$ cat config.mk
export PLATFORM = sky130hd
export DESIGN_NAME = unique_priority_max_queue
export DESIGN_NICKNAME = d
export VERILOG_FILES = /design/src/hw/rtl/upmq_pkg.sv /design/src/hw/rtl/upmq_cell.sv /design/src/hw/rtl/unique_priority_max_queue.sv
export SDC_FILE = /design/constraint.sdc
export NUM_CORES = 2
export LEC_CHECK = 0
export BUFFER_PORTS_ARGS = -buffer_cell sky130_fd_sc_hd__buf_4
export CAP_MARGIN = 20
export CORE_ASPECT_RATIO = 1.1
export CORE_MARGIN = 1.5
export CORE_UTILIZATION = 38
export CTS_BUF_LIST = sky130_fd_sc_hd__clkbuf_8
export CTS_CLUSTER_DIAMETER = 30
export DETAILED_ROUTE_END_ITERATION = 7
export PLACE_DENSITY = 0.57
export SLEW_MARGIN = 0
export SYNTH_ARGS = -nofsm -noshare
export SYNTH_HDL_FRONTEND = slang
export SYNTH_SLANG_ARGS = --single-unit
$ cat constraint.sdc
create_clock -name clock -period 12.2 [get_ports clock]
set_input_delay 2.44 -clock clock [delete_from_list [all_inputs] [get_ports clock]]
set_output_delay 2.44 -clock clock [all_outputs]
set_load 0.02 [all_outputs]
$ cat src/hw/rtl/upmq_pkg.sv
// ----------------------------------------------------------------------------
// upmq_pkg: shared types for the unique priority max queue
// Command and status codes, controller states and the cell control word.
// ----------------------------------------------------------------------------
package upmq_pkg;

   typedef enum logic [1:0] {
      CMD_ENQ  = 2'd0,
      CMD_DEQ  = 2'd1,
      CMD_PEEK = 2'd2,
      CMD_NOP  = 2'd3
   } cmd_type;

   typedef enum logic [1:0] {
      STAT_OK    = 2'd0,
      STAT_DUP   = 2'd1,
      STAT_FULL  = 2'd2,
      STAT_EMPTY = 2'd3
   } status_type;

   typedef enum logic [1:0] {
      FSM_IDLE,
      FSM_CMP,
      FSM_EXEC
   } fsm_type;

   typedef enum logic [1:0] {
      CELL_HOLD,
      CELL_INSERT,
      CELL_POP
   } cell_op_type;

   typedef struct packed {
      cell_op_type op;
   } cell_ctl_type;

   localparam int unsigned PRIO_PORT_BITS  = 16;
   localparam int unsigned DATA_PORT_BITS  = 32;
   localparam int unsigned TOTAL_PORT_BITS = 5;

endpackage

$ cat src/hw/rtl/upmq_cell.sv
// ----------------------------------------------------------------------------
// upmq_cell: one slot of the sorted chain
// Holds a priority, a data word and a valid bit. Registers its compare
// against the pending item, then inserts, pops or holds as told.
// ----------------------------------------------------------------------------
module upmq_cell #(
   parameter int unsigned PRIO_BITS = 16,
   parameter int unsigned DATA_BITS = 32
) (
   input  logic                  clock,
   input  logic                  reset,
   input  upmq_pkg::cell_ctl_type ctl,
   input  logic [PRIO_BITS-1:0]  new_prio,
   input  logic [DATA_BITS-1:0]  new_data,
   input  logic [PRIO_BITS-1:0]  left_prio,
   input  logic [DATA_BITS-1:0]  left_data,
   input  logic                  left_valid,
   input  logic                  left_gt,
   input  logic [PRIO_BITS-1:0]  right_prio,
   input  logic [DATA_BITS-1:0]  right_data,
   input  logic                  right_valid,
   output logic [PRIO_BITS-1:0]  prio,
   output logic [DATA_BITS-1:0]  data,
   output logic                  valid,
   output logic                  gt,
   output logic                  eq
);
   import upmq_pkg::*;

   logic [PRIO_BITS-1:0] prio_ff, prio_in;
   logic [DATA_BITS-1:0] data_ff, data_in;
   logic                 valid_ff, valid_in;
   logic                 gt_ff, gt_in;
   logic                 eq_ff, eq_in;

   always_comb begin
      gt_in    = valid_ff && (prio_ff > new_prio);
      eq_in    = valid_ff && (prio_ff == new_prio);
      prio_in  = prio_ff;
      data_in  = data_ff;
      valid_in = valid_ff;
      unique case (ctl.op)
         CELL_INSERT: begin
            // left_gt high on the head cell: new item lands there unless kept
            priority if (gt_ff) begin
               prio_in = prio_ff;
               data_in = data_ff;
            end else if (left_gt) begin
               prio_in = new_prio;
               data_in = new_data;
            end else begin
               prio_in = left_prio;
               data_in = left_data;
            end
            valid_in = valid_ff || left_valid;
         end
         CELL_POP: begin
            prio_in  = right_prio;
            data_in  = right_data;
            valid_in = right_valid;
         end
         default: begin
            prio_in  = prio_ff;
            data_in  = data_ff;
            valid_in = valid_ff;
         end
      endcase
   end

   always_ff @(posedge clock) begin
      prio_ff <= prio_in;
      data_ff <= data_in;
      if (reset) begin
         valid_ff <= 1'b0;
         gt_ff    <= 1'b0;
         eq_ff    <= 1'b0;
      end else begin
         valid_ff <= valid_in;
         gt_ff    <= gt_in;
         eq_ff    <= eq_in;
      end
   end

   assign prio  = prio_ff;
   assign data  = data_ff;
   assign valid = valid_ff;
   assign gt    = gt_ff;
   assign eq    = eq_ff;

endmodule

$ cat src/hw/rtl/unique_priority_max_queue.sv
// ----------------------------------------------------------------------------
// unique_priority_max_queue: sorted queue, highest priority out first
// A chain of cells keeps entries in descending priority order, head first.
// Enqueue inserts in order and rejects duplicates or a full store; dequeue
// and peek read the head cell.
//
//   channel | dir | ports
//   req     | in  | req_valid, req_stall, req_command, req_item_priority,
//           |     | req_item_data
//   rsp     | out | rsp_valid, rsp_stall, rsp_status, rsp_out_data,
//           |     | rsp_entry_total, rsp_is_vacant
//
// Each beat passes through capture, a compare step in which every cell registers
// its compare against the new priority, then update of the chain and result.
// One beat is in work at a time; req_stall is high until the result is loaded.
// A held rsp beat only delays the update cycle.
// Synchronous reset empties the chain.
// ----------------------------------------------------------------------------
module unique_priority_max_queue #(
   parameter int unsigned DEPTH     = 16,
   parameter int unsigned PRIO_BITS = 16,
   parameter int unsigned DATA_BITS = 32
) (
   input  logic                                     clock,
   input  logic                                     reset,
   input  logic                                     req_valid,
   output logic                                     req_stall,
   input  logic [1:0]                               req_command,
   input  logic [upmq_pkg::PRIO_PORT_BITS-1:0]      req_item_priority,
   input  logic [upmq_pkg::DATA_PORT_BITS-1:0]      req_item_data,
   output logic                                     rsp_valid,
   input  logic                                     rsp_stall,
   output logic [1:0]                               rsp_status,
   output logic [upmq_pkg::DATA_PORT_BITS-1:0]      rsp_out_data,
   output logic [upmq_pkg::TOTAL_PORT_BITS-1:0]     rsp_entry_total,
   output logic                                     rsp_is_vacant
);
   import upmq_pkg::*;

   localparam int unsigned CNT_BITS = $clog2(DEPTH + 1);
   localparam logic [CNT_BITS-1:0] CNT_FULL = CNT_BITS'(DEPTH);

   fsm_type state_ff, state_in;

   cmd_type              cmd_ff;
   logic [PRIO_BITS-1:0] prio_ff;
   logic [DATA_BITS-1:0] data_ff;
   logic [CNT_BITS-1:0]  count_ff, count_in;

   logic                 rsp_valid_ff, rsp_valid_in;
   status_type           rsp_status_ff, rsp_status_in;
   logic [DATA_BITS-1:0] rsp_data_ff, rsp_data_in;
   logic [CNT_BITS-1:0]  rsp_count_ff;

   cell_ctl_type         cell_ctl;
   logic [PRIO_BITS-1:0] cell_prio  [DEPTH];
   logic [DATA_BITS-1:0] cell_data  [DEPTH];
   logic [DEPTH-1:0]     cell_valid;
   logic [DEPTH-1:0]     cell_gt;
   logic [DEPTH-1:0]     cell_eq;

   logic accept_in;
   logic out_free;
   logic dup_hit;

   assign req_stall = (state_ff != FSM_IDLE);
   assign accept_in = req_valid && !req_stall;
   assign out_free  = !rsp_valid_ff || !rsp_stall;
   assign dup_hit   = |cell_eq;

   genvar i;
   generate
      for (i = 0; i < DEPTH; i++) begin : g_cell
         logic [PRIO_BITS-1:0] l_prio, r_prio;
         logic [DATA_BITS-1:0] l_data, r_data;
         logic                 l_valid, l_gt, r_valid;

         if (i == 0) begin : g_head
            assign l_prio  = '0;
            assign l_data  = '0;
            assign l_valid = 1'b1;
            assign l_gt    = 1'b1;
         end else begin : g_mid
            assign l_prio  = cell_prio[i-1];
            assign l_data  = cell_data[i-1];
            assign l_valid = cell_valid[i-1];
            assign l_gt    = cell_gt[i-1];
         end

         if (i == DEPTH - 1) begin : g_tail
            assign r_prio  = '0;
            assign r_data  = '0;
            assign r_valid = 1'b0;
         end else begin : g_body
            assign r_prio  = cell_prio[i+1];
            assign r_data  = cell_data[i+1];
            assign r_valid = cell_valid[i+1];
         end

         upmq_cell #(
            .PRIO_BITS (PRIO_BITS),
            .DATA_BITS (DATA_BITS)
         ) u_cell (
            .clock       (clock),
            .reset       (reset),
            .ctl         (cell_ctl),
            .new_prio    (prio_ff),
            .new_data    (data_ff),
            .left_prio   (l_prio),
            .left_data   (l_data),
            .left_valid  (l_valid),
            .left_gt     (l_gt),
            .right_prio  (r_prio),
            .right_data  (r_data),
            .right_valid (r_valid),
            .prio        (cell_prio[i]),
            .data        (cell_data[i]),
            .valid       (cell_valid[i]),
            .gt          (cell_gt[i]),
            .eq          (cell_eq[i])
         );
      end
   endgenerate

   always_comb begin
      state_in      = state_ff;
      count_in      = count_ff;
      cell_ctl.op   = CELL_HOLD;
      rsp_status_in = STAT_OK;
      rsp_data_in   = '0;
      rsp_valid_in  = rsp_valid_ff && rsp_stall;
      unique case (state_ff)
         FSM_IDLE: begin
            if (accept_in) begin
               state_in = FSM_CMP;
            end
         end
         FSM_CMP: begin
            state_in = FSM_EXEC;
         end
         FSM_EXEC: begin
            if (out_free) begin
               state_in     = FSM_IDLE;
               rsp_valid_in = 1'b1;
               unique case (cmd_ff)
                  CMD_ENQ: begin
                     priority if (dup_hit) begin
                        rsp_status_in = STAT_DUP;
                     end else if (count_ff == CNT_FULL) begin
                        rsp_status_in = STAT_FULL;
                     end else begin
                        cell_ctl.op = CELL_INSERT;
                        count_in    = count_ff + 1'b1;
                     end
                  end
                  CMD_DEQ, CMD_PEEK: begin
                     if (count_ff == '0) begin
                        rsp_status_in = STAT_EMPTY;
                     end else begin
                        rsp_data_in = cell_data[0];
                        if (cmd_ff == CMD_DEQ) begin
                           cell_ctl.op = CELL_POP;
                           count_in    = count_ff - 1'b1;
                        end
                     end
                  end
                  default: begin
                     rsp_status_in = STAT_OK;
                  end
               endcase
            end
         end
         default: begin
            state_in = FSM_IDLE;
         end
      endcase
   end

   always_ff @(posedge clock) begin
      if (accept_in) begin
         cmd_ff  <= cmd_type'(req_command);
         prio_ff <= PRIO_BITS'(req_item_priority);
         data_ff <= DATA_BITS'(req_item_data);
      end
      if (state_ff == FSM_EXEC && out_free) begin
         rsp_status_ff <= rsp_status_in;
         rsp_data_ff   <= rsp_data_in;
         rsp_count_ff  <= count_in;
      end
      if (reset) begin
         state_ff     <= FSM_IDLE;
         count_ff     <= '0;
         rsp_valid_ff <= 1'b0;
      end else begin
         state_ff     <= state_in;
         count_ff     <= count_in;
         rsp_valid_ff <= rsp_valid_in;
      end
   end

   assign rsp_valid       = rsp_valid_ff;
   assign rsp_status      = rsp_status_ff;
   assign rsp_out_data    = DATA_PORT_BITS'(rsp_data_ff);
   assign rsp_entry_total = TOTAL_PORT_BITS'(rsp_count_ff);
   assign rsp_is_vacant   = (rsp_count_ff == '0);

endmodule

# Yosys cells after proc, flatten, opt, wreduce, memory -nomap -nowiden
# Cells that the tools add are included.
# classes
addsub,2
magnitude_cmp,16
eq_ne,41
muxes,133
n_bitwise,3
n_reduce_logical,81
# ops
op,n
$pmux W32 S2,16
$mux W32,31
$pmux W16 S2,16
$mux W16,31
$eq A16 B16 Y1,16
$gt A16 B16 Y1,16
$ne A2 B2 Y1 const B,18
$reduce_and A2 Y1,18
$logic_and A1 B1 Y1,35
$pmux W1 S2,16
$mux W5,6
$mux W2,9
$logic_or A1 B1 Y1,16
$reduce_or A16 Y1,1
$logic_not A5 Y1,2
$pmux W5 S2,1
$pmux W2 S2,2
$eq A2 B1 Y1 const B,3
$eq A2 B2 Y1 const B,3
$pmux W2 S3,1
$add A5 B1 Y5 const B,1
$eq A5 B5 Y1 const B,1
$sub A5 B1 Y5 const B,1
$logic_not A2 Y1,2
6 further kinds,14
# word_totals
ff_bits,913
inputBits,54
out_inout_bits,42
elab_cells,365

# Logic depth before layout (Yosys ltp)
# depth
ltp_word,9
depth_mapped,14
depth_no_buf,11

# Modules after synthesis
# Synthesis repeated with hierarchy kept, for this count alone.
# hier_totals
cells_unflattened,4703
hier_area_um2,51863.5
# by_module_without_submodules
module,n_inst,cells_per_inst,area_each_um2,seq_area_each_um2
upmq_cell (g_cell[0].u_cell ...),15,279,3011.6,1501.4
unique_priority_max_queue,1,239,3678.5,2832.7
upmq_cell (g_cell[2].u_cell),1,279,3010.4,1501.4

# Worst setup path before layout
# OpenSTA, ideal clock, no wires.
# synth_path
path_kind,input to register
startpoint,in rsp_stall
endpoint,reg g_cell[13].u_cell.data_ff[0] (enable)
t_arrival_ns,6.961
path_slack_ns,4.719
cell_stages,8
path_cell_list,and2_4 nor3_1 nand4_1 inv_1 ha_1 clkbuf_1 inv_1 o21ai_0
# synth_between
elab_chain_len,7
word_cells_on_any_way,9
classes_between,eq/ne (3); mux (2); reduce/logical (4)
# synth_rtl
element,line,rtl
start: declaration,unique_priority_max_queue.sv:32,"input logic rsp_stall,"
$logic_not A1 Y1 (*),unique_priority_max_queue.sv:68,assign out_free = !rsp_valid_ff || !rsp_stall;
$logic_or A1 B1 Y1 (*),unique_priority_max_queue.sv:68,
$mux W2 (*),unique_priority_max_queue.sv:142,if (out_free) begin
$mux W2 (*),unique_priority_max_queue.sv:132,unique case (state_ff)
$eq A2 B1 Y1 / $eq A2 B2 Y1 (equally long branches),upmq_cell.sv:42,unique case (ctl.op)
$ne A2 B2 Y1 (no line) / $reduce_bool A2 Y1 (equally long branches),--,
$reduce_and A2 Y1 (no line) (*),--,
end signal: assignment,upmq_cell.sv:72,data_ff <= data_in;
end: declaration,upmq_cell.sv:31,"logic [DATA_BITS-1:0] data_ff, data_in;"
# Mark *: on every way between the ends. The rest lies on a longest branch, timed or not.
# A chain may end at the register's enable or synchronous reset.

# Final worst setup path
# layout_path
startpoint,in rsp_stall
endpoint,"reg g_cell[9].u_cell.data_ff[13], data pin"
# layout_between
elab_chain_len,6
word_cells_on_any_way,7
classes_between,eq/ne (2); mux (3); reduce/logical (2)
# layout_rtl
element,line
$logic_not A1 Y1 (*),unique_priority_max_queue.sv:68
$logic_or A1 B1 Y1 (*),unique_priority_max_queue.sv:68
$mux W2 (*),unique_priority_max_queue.sv:142
$mux W2 (*),unique_priority_max_queue.sv:132
$eq A2 B2 Y1 / $eq A2 B1 Y1 (equally long branches),upmq_cell.sv:42
$pmux W32 S2 (*),upmq_cell.sv:42
via g_cell[9].u_cell.data_in[13],upmq_cell.sv:31
end signal: assignment,upmq_cell.sv:72
end: declaration,upmq_cell.sv:31
# Mark *: on every way through the listed nets, which the timed path passes. The rest lies on a longest branch.

==> impl_metrics.json <==
{
  "synth_cell_types": 63,
  "critPathKind": "in -> reg",
  "path_clk_slew_ps": 60,
  "hold_path_class": "reg -> reg",
  "synth-edff-count": 857,
  "critPathBufInv": 5,
  "min_to": "g_cell[10].u_cell.valid",
  "fill_cells": 12036,
  "antenna_found_initial": 3,
  "fin_skew_ps": 36.8,
  "grt_max_degree": 267,
  "route.met3.wl_um": 6080,
  "hold_depth": 2,
  "r2r_slack_ps": 6550,
  "synth_flop_cell": "edfxtp_1",
  "cp_cell_sequence": "buf_4, nand2_1, nand2_1, or2_2, inv_1, ha_4, buf_4, buf_4, buf_4, o21ai_0",
  "gp_congestion": 0.845,
  "slew_violations": 0,
  "multiInputGateArea_um2": 20900,
  "synth.yosys.seq_area_share_pct": 54.8,
  "cp_num_cells": 10,
  "wl_met2_um": 65100,
  "finalHoldWorstSlack_ps": 499,
  "cts_setup_buffers": 0,
  "first_global_vias": 35384,
  "utilization_pct": 44.1,
  "synthArstFlopShare_pct": 0,
  "final_layout_size_suffix_gt1_share_pct": 13.1,
  "regToRegEndpoint": "g_cell[9].u_cell.data[13]",
  "topRoutingLayerUsed": "met5",
  "ant_nets": 0,
  "period_needed_ps": 6450,
  "syn_to_final_growth_pct": 14.7,
  "setup_viol": 0,
  "worst_pin_slew_ps": 1150,
  "critPathLaunch": "rsp_stall",
  "clk_latency_ps": 910,
  "drc": 0,
  "worst_path_most_repeated_cell": "buf_4",
  "vias_per_cell": 5.56,
  "slowest_stage": "buf_4",
  "mostFrequentLayoutCell": "edfxtp_1",
  "synthCells": 4329,
  "tns_ps": 0,
  "grt_first_pass_wirelength_um": 210000,
  "rsz0062_at_grt": "no",
  "firstDrtPassIters": 6,
  "worst_hold_startpoint": "g_cell[10].u_cell.valid",
  "hold_viol": 0,
  "wirelength_um": 137000,
  "die_y_um": 380,
  "synth_nets": 4647,
  "cap_violations": 0,
  "htree_num_levels": 4,
  "rows": 137,
  "cp_max_fo": 118,
  "max_freq_mhz": 155,
  "cts_buffers": 211,
  "core_um2": 127000,
  "grt_overflow": 0,
  "drt_iter0_drc": 2621,
  "timing.rr.start": "count_ff[1]",
  "clock_path_buffers": 3,
  "cts_tree": "built",
  "die-area_um2": 131000,
  "final_cell_mix": "edfxtp_1 (857), nand2_1 (739), o21ai_0 (724)",
  "syn_area_um2": 49000,
  "totalPowerFinal_w": 0.00765,
  "end_kind": "flip-flop",
  "synth_top_area_share_pct": 52.5,
  "avgRoutedWirePerCell_um": 22.0,
  "cts.sinks": 913,
  "cts_resized": 0,
  "finalNetCount": 4715,
  "cp-start-kind": "primary input",
  "finalCritPeriodShare_pct": 52.8,
  "synthTopCellsByArea": "edfxtp_1 (53%), mux2i_1 (15%), o21ai_0 (7.4%)",
  "initial_utilization_pct": 38.5,
  "ir_worst_vdd_mv": 0.104,
  "dpl.hpwl_um": 85900,
  "rr_worst_depth": 11,
  "power_per_cell_area_nw_per_um2": 136,
  "cp_top_family": "buffers and inverters",
  "crit_arrival_ps": 7050,
  "ys_warn_count": 0,
  "vias": 34743,
  "grt_use_total_pct": 20.5,
  "synth_top_area_cell": "edfxtp_1",
  "syn_avg_cell_area_um2": 11.3,
  "cp_data_required_time_ps": 12800,
  "crit_path_max_incr_delay_ps": 920,
  "regArea_um2": 26900,
  "cellLeakagePower_nw": 17.5,
  "pin_count": 96,
  "slew_headroom_pct": 23.6,
  "port_buffers": 95,
  "ctsRootBufferMaster": "clkbuf_8",
  "holdBufCountCts": 0,
  "drt-met1-wl_um": 61900,
  "status": "complete, no violations",
  "die_x_um": 345,
  "ys_ff_latch": 913
}
worst max path at each step:
stage                            endpoint  slack, ps
2_1_floorplan   g_cell[13].u_cell.data[0]       4720
5_1_grt         g_cell[6].u_cell.data[11]       5450
4_1_cts         g_cell[7].u_cell.data[17]       5920
6_report        g_cell[9].u_cell.data[13]       5750
3_3_place_gp   g_cell[14].u_cell.data[19]       5030
3_5_place_dp    g_cell[2].u_cell.data[20]       4950
state kept, by name (all words and copies together) (netlist names):
signal               cells
g_cell.u_cell.data     512
g_cell.u_cell.prio     256
data_ff                 32
rsp_out_data            32
g_cell.u_cell.eq        16
g_cell.u_cell.gt        16
g_cell.u_cell.valid     16
prio_ff                 16
count_ff                 5
rsp_entry_total          5
cmd_ff                   2
rsp_status               2
state_ff                 2
rsp_valid                1
cell families (layout without fill, tap and decap cells):
group | count (synthesis) | after routing | share of synthesized area, %
buf+inv | 367 | 621 | 2.91
flops | 913 | 913 | 54.8
simple gates | 1078 | 1078 | 9.32
fa+ha+maj | 264 | 264 | 6.74
compound gates | 952 | 952 | 10.7
xor+xnor | 1 | 1 | 0.0179
mux | 754 | 754 | 15.5
other cells | 0 | 1 | 0
worst register-to-register path: stages (launching register included):
cell     delay [ps]
dfxtp_1         400
inv_1            80
ha_1            220
or3b_2          250
o21ai_0         110
or2_2           320
inv_1           160
ha_4            660
buf_4           900
buf_4           970
buf_4           940
o21ai_0         340
stage by stage:
stage	area (µm²)	worst slack (ps)	std cells
floorplan	49000	4720	4329
global placement	51400	5030	5848
detailed placement	51400	4950	5849
CTS	56100	5920	6248
global route	56200	5450	6252
finish	56200	5750	6252
report_power, final:
part	total (W)	leakage, nW	switching, W	internal, W
clock network	0.00391	2.46	0.00159	0.00233
logic	0.000260	6.82	0.000162	0.0000982
registers	0.00348	8.24	0.0000509	0.00343
total	0.00765	17.5	0.00180	0.00585
cell usage after synthesis (4+ instances only):
library cell and n:
a211o_1 9, nand3_1 34, a311oi_1 4, a21oi_1 79, o31a_1 6, buf_1 26, clkbuf_1 263, or2_2 5
mux2_2 33, o2111ai_1 4, o21ai_0 726, dfxtp_1 56, nand4_1 47, o41ai_1 4, a211oi_1 20, o221a_2 12
edfxtp_1 857, and2_1 46, buf_2 27, nor4_1 13, a31oi_1 7, a21boi_0 10, and4_1 8, nor2b_1 25
a21o_1 16, ha_1 264, mux2i_1 721, inv_1 47, nor2_1 122, nand2_1 739, o31ai_1 6, o21a_1 9
o211ai_1 21, nor3_1 21
layer usage:
layer  up-vias  GRT usage (%)
met5         -              0
met4         2           8.55
met3       238           3.08
met2       866           33.6
met1     17382           27.0
li1      16255              -
area by class of cell:
cell class              instances  share of cell area, %
clock buffers                 215                   5.27
flip-flops and latches        913                   47.9
multi-input cells            3049                   37.2
repair buffers                174                   2.45
inverters                      48                  0.321
diodes                          1                0.00445
well taps                    1668                   3.72
clock inverters               184                   3.11
(Power assumes the default switching activity.)
